--- config.mk ---
export PLATFORM = sky130hd
export DESIGN_NAME = bta_ram
export DESIGN_NICKNAME = d
export VERILOG_FILES = /design/src/sv/bta_ram.sv
export SDC_FILE = /design/constraint.sdc
export NUM_CORES = 1
export LEC_CHECK = 0
export BUFFER_PORTS_ARGS = -buffer_cell sky130_fd_sc_hd__buf_4
export CAP_MARGIN = 20
export CORE_ASPECT_RATIO = 1.25
export CORE_UTILIZATION = 65
export DETAILED_ROUTE_END_ITERATION = 10
export GPL_ROUTABILITY_DRIVEN = 1
export PLACE_DENSITY = 0.85
export SYNTH_ARGS = -nofsm -noshare
export SYNTH_HDL_FRONTEND = slang
export SYNTH_SLANG_ARGS = --single-unit
--- constraint.sdc ---
create_clock -name clk -period 3.25 [get_ports clk]
set_input_delay 0.325 -clock clk [delete_from_list [all_inputs] [get_ports clk]]
set_output_delay 0.325 -clock clk [all_outputs]
set_load 0.01 [all_outputs]
--- src/sv/bta_ram.sv ---
// Generic single-port RAM with registered read data.
// Depends on nothing.
module bta_ram #(
  parameter int WIDTH = 8,
  parameter int DEPTH = 16
) (
  input  logic                     clk,
  input  logic                     we,
  input  logic [$clog2(DEPTH)-1:0] addr,
  input  logic [WIDTH-1:0]         wdata,
  output logic [WIDTH-1:0]         rdata
);
  logic [WIDTH-1:0] mem [DEPTH];

  always_ff @(posedge clk) begin
    if (we) begin
      mem[addr] <= wdata;
    end
    rdata <= mem[addr];
  end
endmodule

# --- Word level (Yosys, flattened, before mapping) ---
# Memories as Yosys holds them, arrays and structs flattened. A register that Yosys moved wholly into a read port is not among the register bits.
# Cells that the tools add are included.
totals:
  n_memories: 1
  wordCells: 3
  inputBits: 14
  out_inout_bits: 8
  mem_bits_rw: 128
  ff_bits: 0
classes:
  muxes: 2
memory_table:
  columns: ["name", "words", "word_bits", "rd", "rd_ports_with_merged_regs", "wr", "line", "source"]
  rows:
  - ["mem", 16, 8, 1, 1, 1, "13", "logic [WIDTH-1:0] mem [DEPTH];"]
ops:
  columns: ["cell", "count"]
  rows:
  - ["$mux 1", 2]

# --- Longest topological paths before layout ---
logic_depth:
  depth_word: 2
  depth_mapped: 5
  depth_no_buf: 3

# --- Worst setup path after synthesis ---
# OpenSTA, ideal clock, no wires.
synth_path:
  kind: "input -> register"
  start: "in addr[2]"
  end: "mem mem[0][0], enable pin"
  stages: 2
  t_arrival_ps: 1435
  n_path_buf: 0
  setup_time_ps: 383
  slack_ps: 1432
  path_cell_list: "or3b_2 > nor3_1"
synth_lines:
  columns: ["item", "line", "source"]
  rows:
  - ["from (decl)", "9", "input logic [$clog2(DEPTH)-1:0] addr,"]
  - ["to (decl)", "13", null]
# No word-level cell before the write port.

# --- Worst setup path in the final report ---
layout_path:
  start: "in addr[2]"
  end: "mem mem[0][6], enable pin"
# No word-level cell before the write port.

==> metrics.yaml <==
global_routing:
  grt_pass1_wl_mm: 15.0
  grtUsageTotal_pct: 28.4
  grt_overflow: 0
  grt_max_degree: 40
  grt_antenna_before_repair: 0
  grt_pass1_vias: 2491
run_status:
  status: "complete, no violations"
setup_path:
  crit_slowest_cell: "nor3_1"
  r2r_cells: 3
  cp-end-kind: "flop"
  arrival_ns: 1.83
  cpPeakStageDelay_ns: 0.83
  crit_path_cell_trace: "buf_4, or3b_2, nor3_1"
  path_class: "in2reg"
  path_buf_inv: 1
  cp_max_fo: 8
  start_kind: "primary input"
  cp_top_family: "simple AND/OR/NAND/NOR gates"
  required_ns: 3.38
  crit_cells: 3
  rrSetupSlack_ns: 1.80
power_and_ir_drop:
  power_density_nw_per_um2: 679
  finalPower_w: 0.00398
  irDropWorstVdd_uv: 532
  p_leak_nw: 1.91
die:
  start_util_pct: 68.1
  dieHeight_um: 101
  core_area_um2: 7440
  dieArea_um2: 8160
  ios: 22
  die_x_um: 81.0
  num_rows: 35
layout:
  final_common_cell: "edfxtp_1"
  fillers: 374
  syn_to_final_growth_pct: 15.6
  final_cell_mix: "edfxtp_1 (128), mux4_2 (32), buf_4 (22), a22oi_1 (16), clkbuf_16 (16)"
  register_area_um2: 4000
  final_cell_area_um2: 5860
  drive_above_1_share_pct: 29.1
  multi_input_area_um2: 1000
  nNetsFinal: 276
  n_antenna_cell: 0
synthesis:
  synth_top_family_by_area: "multiplexers"
  yosys.area_share.xor_xnor_pct: 0
  yosysWarnings: 0
  yosys_register_bits: 136
  synth_fa_ha_area_share_pct: 0
  synthSimpleGateAreaFrac_pct: 3.21
  syn_nets: 244
  muxShareOfSynthArea_pct: 14.2
  syn_area_per_cell_um2: 22.0
  synth_compound_area_share_pct: 2.37
  syn_area_um2: 5070
  synth.distinct_cells: 18
  ys_seq_area_share_pct: 79.0
  synthCells: 230
drt:
  viasPerCell: 6.85
  wl_mm: 10.0
  drt_iter0_drc: 356
  postRouteAntennaNets: 0
  drc: 0
  num_vias: 2514
  dr.pass1.iters: 5
  wl_per_cell_um: 27.3
sta:
  hold_viol: 0
  worst_pin_slew_ns: 1.06
  period_needed_ns: 1.70
  slew_violations: 0
  setup_viol: 0
  setup_tns_ns: 0
  period_share_pct: 52.4
  whs_ns: 0.149
  fmax_mhz: 588
  finClkSkew_ns: 0.00430
  rsz0062_at_grt: "false"
  max_slew_margin_pct: 29.1
job:
  max_cap_violations: 0
placement:
  finalWeightedCongestion: 0.851
  dpl.hpwl_mm: 5.58
  io_buffers: 21
  placed_area_um2: 5290
clocking:
  h-tree-depth: 4
  postCtsSetupBuffers: 0
  ctsHoldBuffers: 0
  cts_resized: 0
  clkLatencyLatePin_ns: 0.51
  cts_buffers: 17
  clock-root-buffer: "clkbuf_8"
  cts_tree: "yes"
  numClockSinks: 136
  clockBufferDepth: 2
  clk_pin_slew_worst_paths_ns: 0.06
worst_hold_path:
  min_path_type: "in2reg"
  worstHoldPathCells: 1
-- synth_stat cells --
library cell    n  area (um2)
or3b_2          1        8.76
nor2_1         13        48.8
clkbuf_2        1        5.00
nand2b_1        2        12.5
edfxtp_1      128        3840
and2_1          1        6.26
buf_6           2        22.5
nor2b_1         2        12.5
clkbuf_1        2        7.51
nor3_1          4        20.0
buf_2           2        10.0
dfxtp_1         8         160
a22oi_1        16         120
nand3_1         1        5.00
nand2_1         9        33.8
buf_1           4        15.0
mux4_2         32         721
nand3b_1        2        15.0
-- per-layer routing --
metal	vias up	global-route usage [%]	routed length, um
met5	-	0	0
met4	0	13.0	363
met3	38	8.51	886
met2	188	44.1	5040
met1	1258	37.2	3730
li1	1030	-	-
-- flip-flops by register name, indices dropped and copies added, names as in the netlist --
name	cells
rdata	8
mem	128
-- logic make-up (layout without fill, tap and decap cells) --
| group | Yosys count | count (layout) |
|---|---|---|
| flip-flops | 136 | 136 |
| AND/OR/NAND/NOR | 35 | 35 |
| multiplexers | 32 | 32 |
| AO/OA/AOI/OAI | 16 | 16 |
| buffers and inverters | 11 | 56 |
-- final cells by class --
cell class | instances | share of cell area, %
Multi-Input combinational cell | 83 | 17.1
Clock buffer | 20 | 7.26
Sequential cell | 136 | 68.4
Timing Repair Buffer | 24 | 2.99
Clock inverter | 12 | 2.26
Tap cell | 92 | 1.97
-- metrics by stage --
step | util, % | setup WS [ns] | cells
after global placement | 71.0 | 1.07 | 333
after global routing | 78.7 | 1.47 | 367
final | 78.7 | 1.55 | 367
after CTS | 78.5 | 1.56 | 365
after floorplan | - | 1.43 | 230
after detailed placement | 71.0 | 1.06 | 333
-- path summary, 6_finish.rpt --
| path | start | end |
|---|---|---|
| worst max-delay path | addr[2] | mem[0][6] |
| worst min-delay path | wdata[4] | mem[7][4] |
| worst max register to register | mem[0][4] | rdata[4] |
| worst min register to register | mem[12][0] | rdata[0] |
-- worst register-to-register path, stage by stage (launching register included) --
cell and delay, ns:
edfxtp_1 0.37, mux4_2 0.46, a22oi_1 0.35, nand2_1 0.13
-- where the power goes --
part	internal (W)	switching, W
sequential	0.00196	0.0000128
combinational	0.0000809	0.000113
clock	0.00115	0.000657
Note: power is estimated with default switching activity, not from simulation.
